`config.mk`:
```
export PLATFORM = sky130hd
export DESIGN_NAME = playfair_digraph_cipher_top_flat
export DESIGN_NICKNAME = d
export VERILOG_FILES = /design/src/rtl/pfc_pkg.sv /design/src/rtl/pfc_in_if.sv /design/src/rtl/pfc_out_if.sv /design/src/rtl/pfc_queue.sv /design/src/rtl/pfc_front.sv /design/src/rtl/pfc_back.sv /design/src/rtl/playfair_digraph_cipher_top.sv /design/src/flat_wrapper.sv
export SDC_FILE = /design/constraint.sdc
export NUM_CORES = 1
export LEC_CHECK = 0
export BUFFER_PORTS_ARGS = -buffer_cell sky130_fd_sc_hd__clkbuf_2
export CORE_ASPECT_RATIO = 1.4
export CORE_MARGIN = 2
export CORE_UTILIZATION = 40
export DETAILED_ROUTE_END_ITERATION = 12
export PLACE_DENSITY = 0.62
export SETUP_SLACK_MARGIN = 0.1
export SLEW_MARGIN = 30
export SYNTH_ARGS = -nofsm -noshare
export SYNTH_HDL_FRONTEND = slang
export SYNTH_SLANG_ARGS = --single-unit
export TNS_END_PERCENT = 100
```
`constraint.sdc`:
```
create_clock -name clk -period 6.4 [get_ports clk]
set_clock_uncertainty 0.2 [all_clocks]
set_input_delay 0.32 -clock clk [delete_from_list [all_inputs] [get_ports clk]]
set_output_delay 0.32 -clock clk [all_outputs]
set_load 0.05 [all_outputs]
```
`src/rtl/pfc_pkg.sv`:
```
package pfc_pkg;

  // Square geometry and field widths
  localparam int SQUARE_SIDE = 5;
  localparam int NUM_ROWS    = 5;
  localparam int NUM_COLS    = 5;
  localparam int LW          = 5;
  localparam int ROW_W       = NUM_COLS * LW;
  localparam int POS_W       = $clog2(SQUARE_SIDE);
  localparam int CFG_IDX_W   = 3;
  localparam int CFG_DATA_W  = ROW_W;
  localparam int QDEPTH      = 4;
  localparam int QPTR_W      = $clog2(QDEPTH);
  localparam int QCNT_W      = $clog2(QDEPTH + 1);

  typedef logic [LW-1:0]    letter_t;
  typedef logic [POS_W-1:0] idx_t;

  localparam letter_t LETTER_I     = letter_t'(8);
  localparam letter_t LETTER_J     = letter_t'(9);
  localparam letter_t FILLER_RESET = letter_t'(23);

  // Configuration register indexes
  typedef enum logic [CFG_IDX_W-1:0] {
    REG_MODE   = 3'd0,
    REG_ROW0   = 3'd1,
    REG_ROW1   = 3'd2,
    REG_ROW2   = 3'd3,
    REG_ROW3   = 3'd4,
    REG_ROW4   = 3'd5,
    REG_FILLER = 3'd6
  } cfg_reg_t;

  typedef logic [NUM_ROWS-1:0][ROW_W-1:0] rows_t;

  typedef struct packed {
    logic    decrypt_mode;
    letter_t filler;
    rows_t   rows;
  } cfg_t;

  // Work handed from the front to the back
  typedef enum logic [1:0] {
    JK_ENC,
    JK_DEC,
    JK_MARK
  } job_kind_t;

  typedef struct packed {
    job_kind_t kind;
    letter_t   a;
    letter_t   b;
    logic      last;
    logic      err;
  } job_t;

  typedef struct packed {
    idx_t row;
    idx_t col;
  } pos_t;

  typedef struct packed {
    letter_t letter;
    logic    lv;
    logic    eom;
    logic    err;
  } res_t;

  // Treat j as i
  function automatic letter_t fold_j(letter_t v);
    return (v == LETTER_J) ? LETTER_I : v;
  endfunction

  // Cells beyond the loaded square read as letter 0
  function automatic letter_t cell_at(rows_t rows, idx_t r, idx_t c);
    letter_t res;
    res = '0;
    if (int'(r) < NUM_ROWS && int'(c) < NUM_COLS) begin
      res = rows[r][int'(c)*LW +: LW];
    end
    return res;
  endfunction

  // First match in row-major order, row 0 column 0 when absent
  function automatic pos_t locate(rows_t rows, letter_t v);
    pos_t p;
    logic found;
    p     = '0;
    found = 1'b0;
    for (int r = 0; r < SQUARE_SIDE; r++) begin
      for (int c = 0; c < SQUARE_SIDE; c++) begin
        if (!found && cell_at(rows, idx_t'(r), idx_t'(c)) == v) begin
          p.row = idx_t'(r);
          p.col = idx_t'(c);
          found = 1'b1;
        end
      end
    end
    return p;
  endfunction

  // Move one place round the square: forward to encipher, back to decipher
  function automatic idx_t step_idx(idx_t i, logic back);
    idx_t res;
    if (back) begin
      res = (i == '0) ? idx_t'(SQUARE_SIDE - 1) : idx_t'(i - 1'b1);
    end else begin
      res = (i == idx_t'(SQUARE_SIDE - 1)) ? '0 : idx_t'(i + 1'b1);
    end
    return res;
  endfunction

endpackage

```
`src/rtl/pfc_in_if.sv`:
```
interface pfc_in_if import pfc_pkg::*; ();
  logic    valid;
  logic    ready;
  letter_t letter;
  logic    final_letter;

  modport source (output valid, letter, final_letter, input ready);
  modport sink   (input valid, letter, final_letter, output ready);
endinterface

```
`src/rtl/pfc_out_if.sv`:
```
interface pfc_out_if import pfc_pkg::*; ();
  logic    valid;
  logic    ready;
  letter_t out_letter;
  logic    letter_valid;
  logic    end_of_message;
  logic    odd_error;

  modport source (output valid, out_letter, letter_valid, end_of_message, odd_error,
                  input ready);
  modport sink   (input valid, out_letter, letter_valid, end_of_message, odd_error,
                  output ready);
endinterface

```
`src/rtl/pfc_queue.sv`:
```
module pfc_queue import pfc_pkg::*; (
  input  logic  clk,
  input  logic  rst_n,
  input  logic  push,
  input  job_t  push_data,
  output logic  full,
  input  logic  pop,
  output job_t  pop_data,
  output logic  empty
);

  job_t                ent_r [QDEPTH];
  logic [QPTR_W-1:0]   wr_ptr_r;
  logic [QPTR_W-1:0]   rd_ptr_r;
  logic [QCNT_W-1:0]   cnt_r;
  logic                do_push;
  logic                do_pop;

  assign full     = (cnt_r == QCNT_W'(QDEPTH));
  assign empty    = (cnt_r == '0);
  assign pop_data = ent_r[rd_ptr_r];
  assign do_push  = push && !full;
  assign do_pop   = pop && !empty;

  // Store entries
  always_ff @(posedge clk) begin
    if (do_push) begin
      ent_r[wr_ptr_r] <= push_data;
    end
  end

  // Advance pointers and count
  always_ff @(posedge clk) begin
    if (!rst_n) begin
      wr_ptr_r <= '0;
      rd_ptr_r <= '0;
      cnt_r    <= '0;
    end else begin
      if (do_push) begin
        wr_ptr_r <= QPTR_W'(wr_ptr_r + 1'b1);
      end
      if (do_pop) begin
        rd_ptr_r <= QPTR_W'(rd_ptr_r + 1'b1);
      end
      if (do_push && !do_pop) begin
        cnt_r <= QCNT_W'(cnt_r + 1'b1);
      end else if (do_pop && !do_push) begin
        cnt_r <= QCNT_W'(cnt_r - 1'b1);
      end
    end
  end

endmodule

```
`src/rtl/pfc_front.sv`:
```
module pfc_front import pfc_pkg::*; (
  input  logic       clk,
  input  logic       rst_n,
  input  cfg_t       cfg,
  pfc_in_if.sink     in_ch,
  output logic       q_push,
  output job_t       q_data,
  input  logic       q_full
);

  logic    pend_v_r;
  letter_t pend_r;
  logic    extra_v_r;
  job_t    extra_r;

  logic    accept;
  letter_t l;
  letter_t fill;
  logic    fin;
  logic    push_now;
  job_t    job_now;
  logic    need_extra;
  job_t    extra_job;
  logic    pend_v_nxt;
  letter_t pend_nxt;

  assign in_ch.ready = !extra_v_r && !q_full;
  assign accept      = in_ch.valid && in_ch.ready;
  assign l           = fold_j(in_ch.letter);
  assign fin         = in_ch.final_letter;
  assign fill        = fold_j(cfg.filler);

  // Classify the word against the pending letter
  always_comb begin
    push_now        = 1'b0;
    job_now         = '0;
    need_extra      = 1'b0;
    extra_job       = '0;
    pend_v_nxt      = pend_v_r;
    pend_nxt        = pend_r;
    if (!cfg.decrypt_mode) begin
      if (!pend_v_r) begin
        if (fin) begin
          push_now      = 1'b1;
          job_now.kind  = JK_ENC;
          job_now.a     = l;
          job_now.b     = fill;
          job_now.last  = 1'b1;
        end else begin
          pend_v_nxt = 1'b1;
          pend_nxt   = l;
        end
      end else if (pend_r == l) begin
        push_now      = 1'b1;
        job_now.kind  = JK_ENC;
        job_now.a     = pend_r;
        job_now.b     = fill;
        job_now.last  = 1'b0;
        if (fin) begin
          need_extra     = 1'b1;
          extra_job.kind = JK_ENC;
          extra_job.a    = l;
          extra_job.b    = fill;
          extra_job.last = 1'b1;
          pend_v_nxt     = 1'b0;
        end
      end else begin
        push_now      = 1'b1;
        job_now.kind  = JK_ENC;
        job_now.a     = pend_r;
        job_now.b     = l;
        job_now.last  = fin;
        pend_v_nxt    = 1'b0;
      end
    end else begin
      if (!pend_v_r) begin
        if (fin) begin
          push_now      = 1'b1;
          job_now.kind  = JK_MARK;
          job_now.last  = 1'b1;
          job_now.err   = 1'b1;
        end else begin
          pend_v_nxt = 1'b1;
          pend_nxt   = l;
        end
      end else begin
        push_now      = 1'b1;
        job_now.kind  = JK_DEC;
        job_now.a     = pend_r;
        job_now.b     = l;
        job_now.last  = fin;
        pend_v_nxt    = 1'b0;
      end
    end
    // A final letter always ends the message
    if (fin) begin
      pend_v_nxt = 1'b0;
    end
  end

  // Feed the queue: a held second pair goes first
  always_comb begin
    if (extra_v_r) begin
      q_push = !q_full;
      q_data = extra_r;
    end else begin
      q_push = accept && push_now;
      q_data = job_now;
    end
  end

  // Hold pending letter and second pair
  always_ff @(posedge clk) begin
    if (!rst_n) begin
      pend_v_r  <= 1'b0;
      pend_r    <= '0;
      extra_v_r <= 1'b0;
    end else begin
      if (accept) begin
        pend_v_r <= pend_v_nxt;
        pend_r   <= pend_nxt;
      end
      if (accept && need_extra) begin
        extra_v_r <= 1'b1;
      end else if (extra_v_r && !q_full) begin
        extra_v_r <= 1'b0;
      end
    end
  end

  always_ff @(posedge clk) begin
    if (accept && need_extra) begin
      extra_r <= extra_job;
    end
  end

endmodule

```
`src/rtl/pfc_back.sv`:
```
module pfc_back import pfc_pkg::*; (
  input  logic       clk,
  input  logic       rst_n,
  input  cfg_t       cfg,
  input  logic       q_empty,
  input  job_t       q_data,
  output logic       q_pop,
  pfc_out_if.source  out_ch
);

  // Locate stage
  logic    loc_v_r;
  job_t    loc_job_r;
  pos_t    loc_p1_r;
  pos_t    loc_p2_r;
  // Result buffer, slot 0 leaves first
  logic [1:0] em_v_r;
  res_t    em0_r;
  res_t    em1_r;
  // Output register
  logic    out_v_r;
  res_t    out_r;

  logic    out_load;
  logic    em_free;
  logic    em_load;
  logic    back;
  letter_t fill;
  letter_t x;
  letter_t y;
  logic    keep_x;
  logic    keep_y;
  logic [1:0] em_v_nxt;
  res_t    em0_nxt;
  res_t    em1_nxt;

  assign out_load = em_v_r[0] && (!out_v_r || out_ch.ready);
  assign em_free  = (em_v_r == 2'b00) || (em_v_r == 2'b01 && out_load);
  assign em_load  = loc_v_r && em_free;
  assign q_pop    = !q_empty && (!loc_v_r || em_load);
  assign fill     = fold_j(cfg.filler);
  assign back     = (loc_job_r.kind == JK_DEC);

  // Apply the row, column or rectangle rule
  always_comb begin
    if (loc_p1_r.row == loc_p2_r.row) begin
      x = cell_at(cfg.rows, loc_p1_r.row, step_idx(loc_p1_r.col, back));
      y = cell_at(cfg.rows, loc_p2_r.row, step_idx(loc_p2_r.col, back));
    end else if (loc_p1_r.col == loc_p2_r.col) begin
      x = cell_at(cfg.rows, step_idx(loc_p1_r.row, back), loc_p1_r.col);
      y = cell_at(cfg.rows, step_idx(loc_p2_r.row, back), loc_p2_r.col);
    end else begin
      x = cell_at(cfg.rows, loc_p1_r.row, loc_p2_r.col);
      y = cell_at(cfg.rows, loc_p2_r.row, loc_p1_r.col);
    end
  end

  assign keep_x = (x != fill);
  assign keep_y = (y != fill);

  // Pack the job's results into the buffer slots
  always_comb begin
    em_v_nxt = 2'b00;
    em0_nxt  = '0;
    em1_nxt  = '0;
    unique case (loc_job_r.kind)
      JK_ENC: begin
        em_v_nxt       = 2'b11;
        em0_nxt.letter = x;
        em0_nxt.lv     = 1'b1;
        em1_nxt.letter = y;
        em1_nxt.lv     = 1'b1;
      end
      JK_DEC: begin
        unique case ({keep_x, keep_y})
          2'b11: begin
            em_v_nxt       = 2'b11;
            em0_nxt.letter = x;
            em0_nxt.lv     = 1'b1;
            em1_nxt.letter = y;
            em1_nxt.lv     = 1'b1;
          end
          2'b10: begin
            em_v_nxt       = 2'b01;
            em0_nxt.letter = x;
            em0_nxt.lv     = 1'b1;
          end
          2'b01: begin
            em_v_nxt       = 2'b01;
            em0_nxt.letter = y;
            em0_nxt.lv     = 1'b1;
          end
          default: begin
            em_v_nxt = loc_job_r.last ? 2'b01 : 2'b00;
          end
        endcase
      end
      JK_MARK: begin
        em_v_nxt    = 2'b01;
        em0_nxt.err = loc_job_r.err;
      end
      default: begin
        em_v_nxt = 2'b00;
      end
    endcase
    // Mark the message end on the last result
    if (loc_job_r.last) begin
      if (em_v_nxt[1]) begin
        em1_nxt.eom = 1'b1;
      end else begin
        em0_nxt.eom = 1'b1;
      end
    end
  end

  // Advance pipeline valids
  always_ff @(posedge clk) begin
    if (!rst_n) begin
      loc_v_r <= 1'b0;
      em_v_r  <= 2'b00;
      out_v_r <= 1'b0;
    end else begin
      if (q_pop) begin
        loc_v_r <= 1'b1;
      end else if (em_load) begin
        loc_v_r <= 1'b0;
      end
      if (em_load) begin
        em_v_r <= em_v_nxt;
      end else if (out_load) begin
        em_v_r <= {1'b0, em_v_r[1]};
      end
      if (out_load) begin
        out_v_r <= 1'b1;
      end else if (out_ch.ready) begin
        out_v_r <= 1'b0;
      end
    end
  end

  // Move payloads
  always_ff @(posedge clk) begin
    if (q_pop) begin
      loc_job_r <= q_data;
      loc_p1_r  <= locate(cfg.rows, q_data.a);
      loc_p2_r  <= locate(cfg.rows, q_data.b);
    end
    if (em_load) begin
      em0_r <= em0_nxt;
      em1_r <= em1_nxt;
    end else if (out_load) begin
      em0_r <= em1_r;
    end
    if (out_load) begin
      out_r <= em0_r;
    end
  end

  assign out_ch.valid          = out_v_r;
  assign out_ch.out_letter     = out_r.letter;
  assign out_ch.letter_valid   = out_r.lv;
  assign out_ch.end_of_message = out_r.eom;
  assign out_ch.odd_error      = out_r.err;

endmodule

```
`src/rtl/playfair_digraph_cipher_top.sv`:
```
// Each completed pair passes through the job queue, locate stage, result buffer and
// output register to out_ch. Input takes one word per cycle unless the queue is full
// or a second pair is held; results leave the output register at one word per cycle
// while out_ch.ready is high, and a doubled final letter holds the input while its second pair is queued.
// Reset (rst_n low, synchronous): clears pending letter, job queue and pipeline;
// sets encrypt mode, all square rows to 0 and the filler to x.
module playfair_digraph_cipher_top import pfc_pkg::*; (
  input  logic                   clk,
  input  logic                   rst_n,
  input  logic                   cfg_we,
  input  logic [CFG_IDX_W-1:0]   cfg_index,
  input  logic [CFG_DATA_W-1:0]  cfg_data,
  pfc_in_if.sink                 in_ch,
  pfc_out_if.source              out_ch
);

  cfg_t cfg_r;
  logic q_push;
  job_t q_push_data;
  logic q_full;
  logic q_pop;
  job_t q_pop_data;
  logic q_empty;

  // Write configuration registers
  always_ff @(posedge clk) begin
    if (!rst_n) begin
      cfg_r.decrypt_mode <= 1'b0;
      cfg_r.filler       <= FILLER_RESET;
      cfg_r.rows         <= '0;
    end else if (cfg_we) begin
      unique case (cfg_reg_t'(cfg_index))
        REG_MODE:   cfg_r.decrypt_mode <= cfg_data[0];
        REG_ROW0:   cfg_r.rows[0]      <= cfg_data;
        REG_ROW1:   cfg_r.rows[1]      <= cfg_data;
        REG_ROW2:   cfg_r.rows[2]      <= cfg_data;
        REG_ROW3:   cfg_r.rows[3]      <= cfg_data;
        REG_ROW4:   cfg_r.rows[4]      <= cfg_data;
        REG_FILLER: cfg_r.filler       <= cfg_data[LW-1:0];
        default: begin
        end
      endcase
    end
  end

  pfc_front u_front (
    .clk    (clk),
    .rst_n  (rst_n),
    .cfg    (cfg_r),
    .in_ch  (in_ch),
    .q_push (q_push),
    .q_data (q_push_data),
    .q_full (q_full)
  );

  pfc_queue u_queue (
    .clk       (clk),
    .rst_n     (rst_n),
    .push      (q_push),
    .push_data (q_push_data),
    .full      (q_full),
    .pop       (q_pop),
    .pop_data  (q_pop_data),
    .empty     (q_empty)
  );

  pfc_back u_back (
    .clk     (clk),
    .rst_n   (rst_n),
    .cfg     (cfg_r),
    .q_empty (q_empty),
    .q_data  (q_pop_data),
    .q_pop   (q_pop),
    .out_ch  (out_ch)
  );

endmodule

```
`src/flat_wrapper.sv`:
```
// flat-port wrapper written by rule: the top's interface ports become plain ports
module playfair_digraph_cipher_top_flat import pfc_pkg::*;
  (clk, rst_n, cfg_we, cfg_index, cfg_data, in_ch_valid, in_ch_letter, in_ch_final_letter, in_ch_ready, out_ch_valid, out_ch_out_letter, out_ch_letter_valid, out_ch_end_of_message, out_ch_odd_error, out_ch_ready);
  pfc_in_if in_ch_i ();
  pfc_out_if out_ch_i ();
  input  logic clk;
  input  logic rst_n;
  input  logic cfg_we;
  input  logic [CFG_IDX_W-1:0] cfg_index;
  input  logic [CFG_DATA_W-1:0] cfg_data;
  input wire logic [$bits(in_ch_i.valid)-1:0] in_ch_valid;
  input wire logic [$bits(in_ch_i.letter)-1:0] in_ch_letter;
  input wire logic [$bits(in_ch_i.final_letter)-1:0] in_ch_final_letter;
  output wire logic [$bits(in_ch_i.ready)-1:0] in_ch_ready;
  output wire logic [$bits(out_ch_i.valid)-1:0] out_ch_valid;
  output wire logic [$bits(out_ch_i.out_letter)-1:0] out_ch_out_letter;
  output wire logic [$bits(out_ch_i.letter_valid)-1:0] out_ch_letter_valid;
  output wire logic [$bits(out_ch_i.end_of_message)-1:0] out_ch_end_of_message;
  output wire logic [$bits(out_ch_i.odd_error)-1:0] out_ch_odd_error;
  input wire logic [$bits(out_ch_i.ready)-1:0] out_ch_ready;
  assign in_ch_i.valid = in_ch_valid;
  assign in_ch_i.letter = in_ch_letter;
  assign in_ch_i.final_letter = in_ch_final_letter;
  assign in_ch_ready = in_ch_i.ready;
  assign out_ch_valid = out_ch_i.valid;
  assign out_ch_out_letter = out_ch_i.out_letter;
  assign out_ch_letter_valid = out_ch_i.letter_valid;
  assign out_ch_end_of_message = out_ch_i.end_of_message;
  assign out_ch_odd_error = out_ch_i.odd_error;
  assign out_ch_i.ready = out_ch_ready;
  playfair_digraph_cipher_top u_core (.clk(clk), .rst_n(rst_n), .cfg_we(cfg_we), .cfg_index(cfg_index), .cfg_data(cfg_data), .in_ch(in_ch_i), .out_ch(out_ch_i));
endmodule
```
==> Word-level counts from Yosys, hierarchy flattened <==
Memories as Yosys holds them, arrays and structs flattened. A register that Yosys moved wholly into a read port is not among the register bits.
Cells that the tools add are included.
{ "totals": {"out_inout_bits": 10, "ramBits": 56, "input_bits": 39, "reg_bits": 201, "mem_count": 1, "word_cells": 556} }
{ "op_classes": {"n_mul": 4, "order_cmp": 12, "n_reduce_logical": 151, "add_sub_neg": 12, "shifts": 6, "n_eq_ne": 74, "bitwise": 3, "n_mux": 255} }
{ "mem_list": {"columns": ["memory", "words", "width", "rd", "rd_ports_with_merged_regs", "write_ports", "line", "source"], "rows": [
  ["u_core.u_queue.ent_r", 4, 14, 1, 1, 1, "pfc_queue.sv:12", "job_t ent_r [QDEPTH];"]
]} }
{ "op_table": {"columns": ["operator", "n"], "rows": [
  ["25-bit binary-select mux with 3-bit select", 4],
  ["5-bit equality test", 51],
  ["6-bit two-way mux", 38],
  ["5-bit two-way mux", 37],
  ["1-bit two-way mux", 125],
  ["25-bit two-way mux", 4],
  ["25-bit by 7-bit variable part select with 5-bit output", 4],
  ["3-bit two-way mux", 28],
  ["1-bit logical AND", 67],
  ["25-bit by 32-bit variable part select with 5-bit output", 2],
  ["1-bit logical NOT", 55],
  ["6-bit one-hot mux with 2 select lines", 3],
  ["3-bit equality test, second input constant", 8],
  ["3-bit < comparator, second input constant", 8],
  ["3-bit by 3-bit multiplier with 6-bit output, second input constant", 4],
  ["11-bit two-way mux", 2],
  ["3-bit logical NOT", 6],
  ["3-bit by 4-bit < comparator with 1-bit output, second input constant", 4],
  ["8-bit two-way mux", 2],
  ["3-bit by 1-bit adder with 3-bit output, second input constant", 5],
  ["3-bit by 1-bit subtractor with 3-bit output, second input constant", 5],
  ["14-bit two-way mux", 1],
  ["2-bit two-way mux", 7],
  ["2-bit AND reduction", 7],
  ["20 further kinds", 40]
]} }

==> Depth between registers and ports, before layout <==
Gate-level depths: netlist of the first run.
{ "depth": {"word_depth": 107, "mapped_depth": 20, "ltp_nobuf": 14} }

==> By module <==
A second synthesis of the first run with hierarchy kept.
{ "unflattened": {"hier_cells": 2271, "area_unflattened_um2": 20657.3} }
{ "by_module_without_submodules": {"columns": ["module", "seq_area_each_um2", "cells_per_inst", "area_per_inst_um2", "instances"], "rows": [
  ["pfc_back", 1251.2, 1555, 12006.5, 1],
  ["playfair_digraph_cipher_top", 2622.5, 463, 4901.0, 1],
  ["pfc_queue", 1861.8, 121, 2522.4, 1],
  ["pfc_front", 470.5, 132, 1227.4, 1]
]} }

==> Worst setup path after synthesis of the first run <==
OpenSTA, ideal clock, no wires.
{ "synth_path": {"kind": "reg2reg", "startpoint": "register u_core.u_back.loc_p1_r[3] (netlist bit)", "endpoint": "register u_core.u_back.em0_r[4] (netlist bit), data pin", "setup_slack_ns": 1.304, "required_ns": 6.042, "setup_time_ns": 0.158, "arrival_time_ns": 4.738, "n_path_buf": 4, "synth_period_minus_slack_ns": 5.096, "stages_incl_launch_ff": 19, "cell_sequence": "edfxtp_1 > buf_2 > buf_1 > inv_1 > clkbuf_1 > ha_1 > ha_1 > buf_2 > nand2b_1 > mux2i_2 > mux4_2 > a22oi_1 > o311ai_1 > a211oi_2 > xnor2_1 > a2111oi_4 > nand3b_2 > or4b_4 > o211ai_1"} }
{ "synth_via": {"elab_chain_len": 17, "elab_cells_between_ends": 37, "cone_classes": "2 x add/sub; 2 x order compare; 7 x eq/ne; 3 x shift; 18 x mux; 5 x reduce/logical"} }
{ "synth_rtl": {"columns": ["item", "line", "source"], "rows": [
  ["start: declaration", "pfc_back.sv:14", "pos_t loc_p1_r;"],
  ["start signal: assignment", "pfc_back.sv:145", "loc_p1_r <= locate(cfg.rows, q_data.a);"],
  ["3-bit by 1-bit adder with 3-bit output, or another cell as far along", "pfc_pkg.sv:108", "res = (i == idx_t'(SQUARE_SIDE - 1)) ? '0 : idx_t'(i + 1'b1);"],
  ["3-bit two-way mux, on equally long branches", "pfc_pkg.sv:108, pfc_pkg.sv:106", null],
  ["3-bit two-way mux", "pfc_pkg.sv:105", "if (back) begin"],
  ["3-bit two-way mux", "pfc_back.sv:49", "end else if (loc_p1_r.col == loc_p2_r.col) begin"],
  ["3-bit two-way mux", "pfc_back.sv:46", "if (loc_p1_r.row == loc_p2_r.row) begin"],
  ["25-bit binary-select mux with 3-bit select", "pfc_pkg.sv:79", "res = rows[r][int'(c)*LW +: LW];"],
  ["25-bit two-way mux (not written as such)", "pfc_pkg.sv:79", null],
  ["25-bit by 32-bit variable part select with 5-bit output", "pfc_pkg.sv:79", null],
  ["5-bit two-way mux", "pfc_pkg.sv:78", "if (int'(r) < NUM_ROWS && int'(c) < NUM_COLS) begin"],
  ["5-bit two-way mux", "pfc_back.sv:49", null],
  ["5-bit two-way mux", "pfc_back.sv:46", null],
  ["5-bit != test", "pfc_back.sv:58", "assign keep_x = (x != fill);"],
  ["2-bit equality test", "pfc_back.sv:75", "unique case ({keep_x, keep_y})"],
  ["2-bit OR reduction (no source line)", null, null],
  ["6-bit one-hot mux with 2 select lines", "pfc_back.sv:75", null],
  ["6-bit one-hot mux with 2 select lines *", "pfc_back.sv:66", "unique case (loc_job_r.kind)"],
  ["8-bit two-way mux *", "pfc_back.sv:148", "if (em_load) begin"],
  ["end signal: assignment", "pfc_back.sv:149", "em0_r <= em0_nxt;"],
  ["end signal: assignment", "pfc_back.sv:152", "em0_r <= em1_r;"],
  ["end: declaration", "pfc_back.sv:18", "res_t em0_r;"]
]} }
Mark *: on every way between the ends. The rest lies on a longest branch, timed or not. The select of a mux whose other input is x is not followed.
A chain may end at the register's enable or synchronous reset.

==> results.md, run 1 <==
- Initial antenna violation count: 3
- Gpl congestion: 1.10
- Worst setup EP type: flip-flop
- R2r startpoint: u_core.u_back.loc_p2_r[4]
- Post-synthesis sequential area ratio: 29.5%
- # DRC: 0
- R2R Setup Slk: 710 ps
- Mean area per synthesized cell: 8.27 µm²
- Synth Flop Type: dfxtp_1
- 1st-iter DRT viols: 2625
- Pre-CTS setup slack: 1060 ps
- Hold depth: 4
- Post-synth ARST share: 0%
- Final number of setup-violating endpoints: 0
- #FFs+latches synth: 252
- Mapped Nets: 2539
- Post-CTS Setup Bufs: 0
- CTS buffer count: 26
- Antenna Violating Nets Remaining: 0
- Fmax: roughly 0.18 GHz
- Gate Count Post-Synth: around 2500
- Tot GR Track Use: 37.3%
- Area Overhead vs Synth: 8.88%
- Worst hold path class: input pin to flip-flop
- CTS max path bufs: 3
- Reg2Reg Depth: 14
- Post-synth EDFFs: 101
- Port bufs: 48
- Core Area: 50900 µm²
- CP peak stage delay: between 700 and 800 ps
- Setup_tns: 0 ps
- Layout cells sized above 1: about an eighth
- H-tree levels: 1
- Pin count of the biggest net entering global routing: 89
- End-of-flow core utilization: 43.9%
- Capture point of the worst reg-to-reg path: u_core.u_back.em1_r[5]
- Worst-path cell chain: inv_1, ha_1, ha_1, nand2b_1, mux2_2, a21oi_1, nor3_1, nand2_1, nor4_1, nor3_1, xnor2_1, nand4_1, a21oi_1, nor3_1
- Worst slew pin tran: 1040 ps
- CTS Sinks: 252
- DR WL/cell: 32.7 µm
- Post-DP HPWL: slightly above 70 mm
- Relative slew slack: 29.6%
- Final min period: around 5700 ps
- PnR worst setup slack: 711 ps
- Skew-Pair Late Insertion Delay: 590 ps
- Most frequent CP cell: nor3_1
- Ys Warns: 0
- Tcrit/Tclk final: between 80 and 90%
- Syn Std Cell Area: ~20000 µm²
- Peak VDD IR: 0.370 mV
- Slowest CP cell: nor4_1
- Min-Delay Startpoint: cfg_index[0]
- Pleak: 7.69 nW
- Status: finished clean
- Nets@finish: 2440
- Hold worst-path end: u_core.cfg_r[130]
- First-pass GRT wire length: 142 mm
- Chip Width: slightly below 200 µm
- Slew Limit Fails: 0
- Vias/cell: 6.57
- CP Data Required Time: between 6000 and 7000 ps
- Root buf cell: clkbuf_16
- IO Count: 49
- P per Cell Area: 504 nW/µm²
- Startpoint types: flip-flop
- CTS tree: built
- Setup Crit Path Kind: flip-flop to flip-flop
- Unrepaired setup endpoints after global routing: false
- # rows: 98
- Vias post-DR: between 20000 and 25000
- Worst EP arrival: 5800 ps
- Final Hold Fails: 0
- Initial core utilization: between 40% and 50%
- Clk pin slew, worst setup/hold paths: 80 ps
- First drt pass iteration count: 5
- Synth cell types: 94
- Peak fanout along the critical path: 23
- Routed WL: 100 mm
- Die Span Y: 272 µm
- Die ar.: 53100 µm²
- Global route overflow: 0
- Number of global-route vias before repair: between 15000 and 20000
- Maxcap violations: 0
Yosys cell counts, drive strengths merged, types with 7 or more instances:
cell type  count  area (µm²)
o221ai        23         201
o31ai          8        73.8
nor3          89         445
inv           51         191
a211oi        30         248
a2111oi       12         124
or3           12        75.1
o211ai        30         225
buf           86         395
ha            21         263
o21ai         86         430
nand4          9        56.3
o22ai         21         131
clkbuf       202         773
mux2          30         338
a21oi         65         337
nor3b          7        52.6
xor2          98         858
nor2b         31         194
mux4          36         815
nand3         73         365
a22oi         19         143
a221oi         7        61.3
nor4          21         131
mux2i        136        1370
nor2         109         409
a31oi         24         150
o21a           7        52.6
and2          25         156
a21boi       129         968
o2bb2ai       19         166
edfxtp       101        3030
xnor2        179        1570
nand2        391        1470
and3           8        50.1
nand2b        17         106
or2           11        68.8
dfxtp        151        3020
area by class of cell:
cell class | count | area [µm²]
inverter | 52 | 195
fill | 4964 | 28600
tap | 650 | 813
multi-input combinational | 1885 | 13100
timing repair buffer | 162 | 1200
antenna | 5 | 12.5
clock buffer | 38 | 776
clock inverter | 10 | 141
sequential | 252 | 6060
worst max-delay path: cells and delay by family, from the launching register on:
family                     cells  cell delay (ps)
AOI/OAI and AO/OA              2              920
xor gates and xnor gates       1              210
adders and majority gates      2              660
buffers and inverters          1               90
DFF                            1              410
muxes                          1              540
and+or+nand+nor                7             2360
logic make-up after synthesis:
group	after synthesis	share of synthesized area [%]
AOI/OAI and AO/OA	557	19.6
xor gates and xnor gates	277	11.8
adders and majority gates	22	1.38
buffers and inverters	341	6.70
DFF	252	29.5
muxes	202	12.3
and+or+nand+nor	827	18.7
through the flow:
stage	instances	instance area, µm²	power (W)	hold WS [ps]
finish	3054	22300	0.0113	20.6
global route	3049	22300	0.0117	52.6
CTS	3048	22300	0.0109	4.60
detailed placement	2965	21000	0.00925	207
global placement	2965	21000	0.00918	202
floorplan	2478	20500	0.00686	200
registers in the layout (all words and copies together) (netlist names), 2 cells and up, named ones only:
signal,count
u_core.cfg_r,131
u_core.u_queue.ent_r,52
u_core.u_front.extra_r,11
u_core.u_back.em0_r,8
u_core.u_back.em1_r,7
u_core.u_back.loc_p1_r,6
u_core.u_back.loc_p2_r,6
u_core.u_back.out_ch.out_letter,5
u_core.u_front.pend_r,5
u_core.u_back.loc_job_r,3
u_core.u_queue.cnt_r,3
u_core.u_back.em_v_r,2
u_core.u_queue.rd_ptr_r,2
u_core.u_queue.wr_ptr_r,2
what timing repair did:
action | in CTS | in global routing
hold endpoints to repair | 142 | 0
gates resized for setup | 0 | 0
hold buffers | 35 | 0
worst max path at each step:
stage	slack [ps]	startpoint	cells past startpoint	end
2_1_floorplan	1300	u_core.u_back.loc_p1_r[3]	18	u_core.u_back.em0_r[4]
3_3_place_gp	950	u_core.u_back.loc_p2_r[3]	14	u_core.u_back.em1_r[1]
3_5_place_dp	1060	u_core.u_back.loc_p2_r[4]	14	u_core.u_back.em1_r[5]
4_1_cts	1030	u_core.u_back.loc_p2_r[4]	14	u_core.u_back.em1_r[5]
5_1_grt	680	u_core.u_back.loc_p1_r[4]	14	u_core.u_back.em0_r[4]
6_report	710	u_core.u_back.loc_p2_r[4]	14	u_core.u_back.em1_r[5]
where the power goes:
part           switching, W  internal [W]  total, W
logic               0.00498       0.00247   0.00745
registers          0.000245       0.00192   0.00216
clock network      0.000707      0.000931   0.00164
layout by cell type (no fill, tap or decap), types with 17 or more instances in the layout:
| cell | instances |
|---|---|
| a211oi_1 | 27 |
| dlygate4sd3_1 | 35 |
| nor4_1 | 20 |
| xor2_1 | 98 |
| ha_1 | 21 |
| o221ai_1 | 23 |
| o21ai_0 | 85 |
| inv_1 | 51 |
| xnor2_1 | 179 |
| edfxtp_1 | 101 |
| clkbuf_16 | 26 |
| nor2_1 | 106 |
| nor3_1 | 88 |
| a21boi_0 | 128 |
| nand2_1 | 390 |
| a22oi_1 | 19 |
| buf_4 | 78 |
| a31oi_1 | 23 |
| o2bb2ai_1 | 19 |
| nand2b_1 | 17 |
| and2_1 | 25 |
| nand3_1 | 73 |
| mux4_2 | 35 |
| dfxtp_1 | 150 |
| o211ai_1 | 30 |
| clkbuf_2 | 47 |
| mux2i_1 | 133 |
| a21oi_1 | 62 |
| o22ai_1 | 21 |
| mux2_2 | 30 |
| nor2b_1 | 30 |
routing by layer:
layer / GRT usage, % / part of all wire (%)
met2: 61.4 / 46
met1: 42.6 / 35
met4: 29.4 / 10
met3: 6.93 / 8.8
met5: 0 / 0.013
Note: power is estimated with default switching activity, not from simulation.
==> run 2, diff against run 1 <==
Clock period 6.4 ns to 6.2 ns, I/O delays scaled along.
==> results.md, run 2 (same netlist as run 1, synthesis figures left out) <==
- Biggest regs: u_core.cfg_r: 131 flops, u_core.u_queue.ent_r: 52 flops, u_core.u_front.extra_r: 11 flops
- CTS max path bufs: 3 (unchanged)
- Pleak: 7.72 nW (+0.41%)
- Area Overhead vs Synth: 8.97% (about the same)
- Startpoint types: flip-flop
- Hold depth: 3 (-1)
- Most frequent cells in the layout: 388 x nand2_1, 179 x xnor2_1, 150 x dfxtp_1, 134 x mux2i_1, 128 x a21boi_0
- DR WL/cell: 34.5 µm (+5.5%)
- Max reg flops: 131 (unchanged)
- Area after DPL: 21100 µm² (+0.53%)
- R2r startpoint: u_core.u_back.loc_p2_r[4]
- Reg2Reg Depth: 13 (-1)
- Die ar.: 53100 µm² (unchanged)
- Final Hold Fails: 0 (unchanged)
- Final number of setup-violating endpoints: 0 (unchanged)
- Tcrit/Tclk final: 92.7% (+3.8 points)
- Status: finished clean
- Tot GR Track Use: 39.1% (+1.9 points)
- Post-DP HPWL: 73.9 mm (+1.6%)
- Peak fanout along the critical path: 41 (+78%)
- Peak VDD IR: 0.313 mV (-15%)
- Relative slew slack: 29.3% (-0.30 points)
- Post-CTS Setup Bufs: 0 (unchanged)
- Initial core utilization: 40.3% (unchanged)
- Slowest CP cell: buf_4
- Slew Limit Fails: 0 (unchanged)
- Worst hold path class: input pin to flip-flop
- Chip Width: 195 µm (unchanged)
- Vias/cell: 6.64 (+1.2%)
- CTS tree: built
- Fmax: 0.174 GHz (-0.98%)
- Root buf cell: clkbuf_16
- Sequential Power Share: 19.7% (+0.5 points)
- Biggest register: u_core.cfg_r
- IO Count: 49 (unchanged)
- R2R Setup Slk: 450 ps (-260 ps)
- Worst EP arrival: 5830 ps (+30 ps)
- Layout cells sized above 1: 11.9% (+0.26 points)
- Setup_tns: 0 ps (unchanged)
- CP peak stage delay: 570 ps (-140 ps)
- CTS buffer count: 27 (+3.8%)
- Gpl congestion: 1.16 (+5.3%)
- Worst slew pin tran: 1060 ps (+11.6 ps)
- Clk pin slew, worst setup/hold paths: 70 ps (about the same)
- H-tree levels: 1 (unchanged)
- Antenna Violating Nets Remaining: 0 (unchanged)
- Switching share of total power: 52.3% (-0.42 points)
- Skew-Pair Late Insertion Delay: 610 ps (+20 ps)
- Port bufs: 48 (unchanged)
- Sw Pwr: 0.00596 W (+0.44%)
- Final min period: 5750 ps (+56.2 ps)
- Capture point of the worst reg-to-reg path: u_core.u_back.em1_r[7]
- Vias post-DR: 20400 (+1.5%)
- CP Data Required Time: 6280 ps (-230 ps)
- First-pass GRT wire length: 147 mm (+3.2%)
- Nets@finish: 2453 (+0.53%)
- Setup Crit Path Kind: flip-flop to flip-flop
- Maxcap violations: 0 (unchanged)
- Hold worst-path end: u_core.u_front.extra_r[10]
- Worst-path cell chain: buf_4, buf_4, mux2i_1, o221ai_1, o22ai_1, mux2i_1, a32oi_1, o2111ai_1, xor2_1, nor3_1, nand4_1, a21oi_1, nor3_1
- Commonest non-fill, non-tap cell in the layout: nand2_1
- Die Span Y: 272 µm (unchanged)
- Internal power: 0.00544 W (+2.1%)
- Core Area: 50900 µm² (unchanged)
- CTS Sinks: 252 (unchanged)
- Unrepaired setup endpoints after global routing: false
- Clk pwr share: 14.2% (-0.4 points)
- Number of global-route vias before repair: 19100 (+0.079%)
- Logic pwr share: 66.1% (about the same)
- Post-route cell area: 22300 µm² (about the same)
- # DRC: 0 (unchanged)
- P per Cell Area: 510 nW/µm² (+1.2%)
- Pin count of the biggest net entering global routing: 77 (-13%)
- Global route overflow: 0 (unchanged)
- 1st-iter DRT viols: 2400 (-8.6%)
- Initial antenna violation count: 6 (+3)
- Min-Delay Startpoint: in_ch_letter[3]
- First drt pass iteration count: 5 (unchanged)
- Fin Hold WS: 21.7 ps (+1.12 ps)
- Total power: 0.0114 W (+1.2%)
- Routed WL: 106 mm (+5.9%)
- # rows: 98 (unchanged)
- Worst setup EP type: flip-flop
## run 2: cell types whose count changed in the layout (fill, tap and decap cells not counted), moves of 3 or more
cell and delta:
clkinv_1 +4, clkinvlp_2 +3, buf_4 +14, clkinv_4 +3
diode_2 -3, clkbuf_8 -7
## run 2: worst max path at each step
stage | from | cells past startpoint | end
finish | u_core.u_back.loc_p2_r[4] | 13 | u_core.u_back.em1_r[7]
global route | u_core.u_back.loc_p2_r[4] | 13 | u_core.u_back.em1_r[4]
CTS | u_core.u_back.loc_p1_r[4] | 15 | u_core.u_back.em1_r[4]
detailed placement | u_core.u_back.loc_p1_r[4] | 12 | u_core.u_back.em1_r[7]
global placement | u_core.u_back.loc_p1_r[4] | 12 | u_core.u_back.em1_r[7]
floorplan | u_core.u_back.loc_p1_r[3] | 18 | u_core.u_back.em0_r[4]
## run 2: area by class of cell
| class | count | area, µm² |
|---|---|---|
| fillers | 4950 | 28600 |
| clock buffers | 34 | 712 |
| flip-flops and latches | 252 | 6060 |
| multi-input cells | 1885 | 13100 |
| inverters | 52 | 195 |
| clock inverters | 16 | 143 |
| diodes | 2 | 5.00 |
| repair buffers | 174 | 1290 |
| well taps | 650 | 813 |
## run 2: what timing repair did
action | CTS | global route
endpoints found under the hold margin | 141 | 0
resized for setup | 0 | 0
setup endpoints to repair | 0 | 0
hold buffers | 34 | 0
## run 2: power groups by stage
stage / combinational (W) / clock, W / sequential, W
final: 0.00753 / 0.00161 / 0.00225
after global placement: 0.00720 / 0 / 0.00225
after CTS: 0.00723 / 0.00163 / 0.00222
after detailed placement: 0.00719 / 0 / 0.00226
after global routing: 0.00785 / 0.00168 / 0.00225
after floorplan: 0.00495 / 0 / 0.00212
## run 2: layer usage
metal	routed length [µm]	GRT usage, %	vias up
met5	23	0	-
met4	9660	28.7	4
met3	11500	10.6	434
met2	47500	62.7	1453
met1	37100	45.0	9870
li1	-	-	8599
## run 2: worst max-delay path: cells and delay by family, from the launching register on
family	cells	cell delay (ps)
AOI/OAI and AO/OA	5	2350
xor gates and xnor gates	1	250
buffers and inverters	2	930
DFF	1	360
muxes	2	400
and+or+nand+nor	3	920
## run 2: per-stage QoR
stage | instances | util [%] | setup WS (ps)
detailed placement | 2979 | 41.5 | 947
global route | 3063 | 43.9 | 372
floorplan | 2478 | - | 1100
CTS | 3063 | 43.9 | 930
global placement | 2979 | 41.5 | 986
finish | 3065 | 43.9 | 455
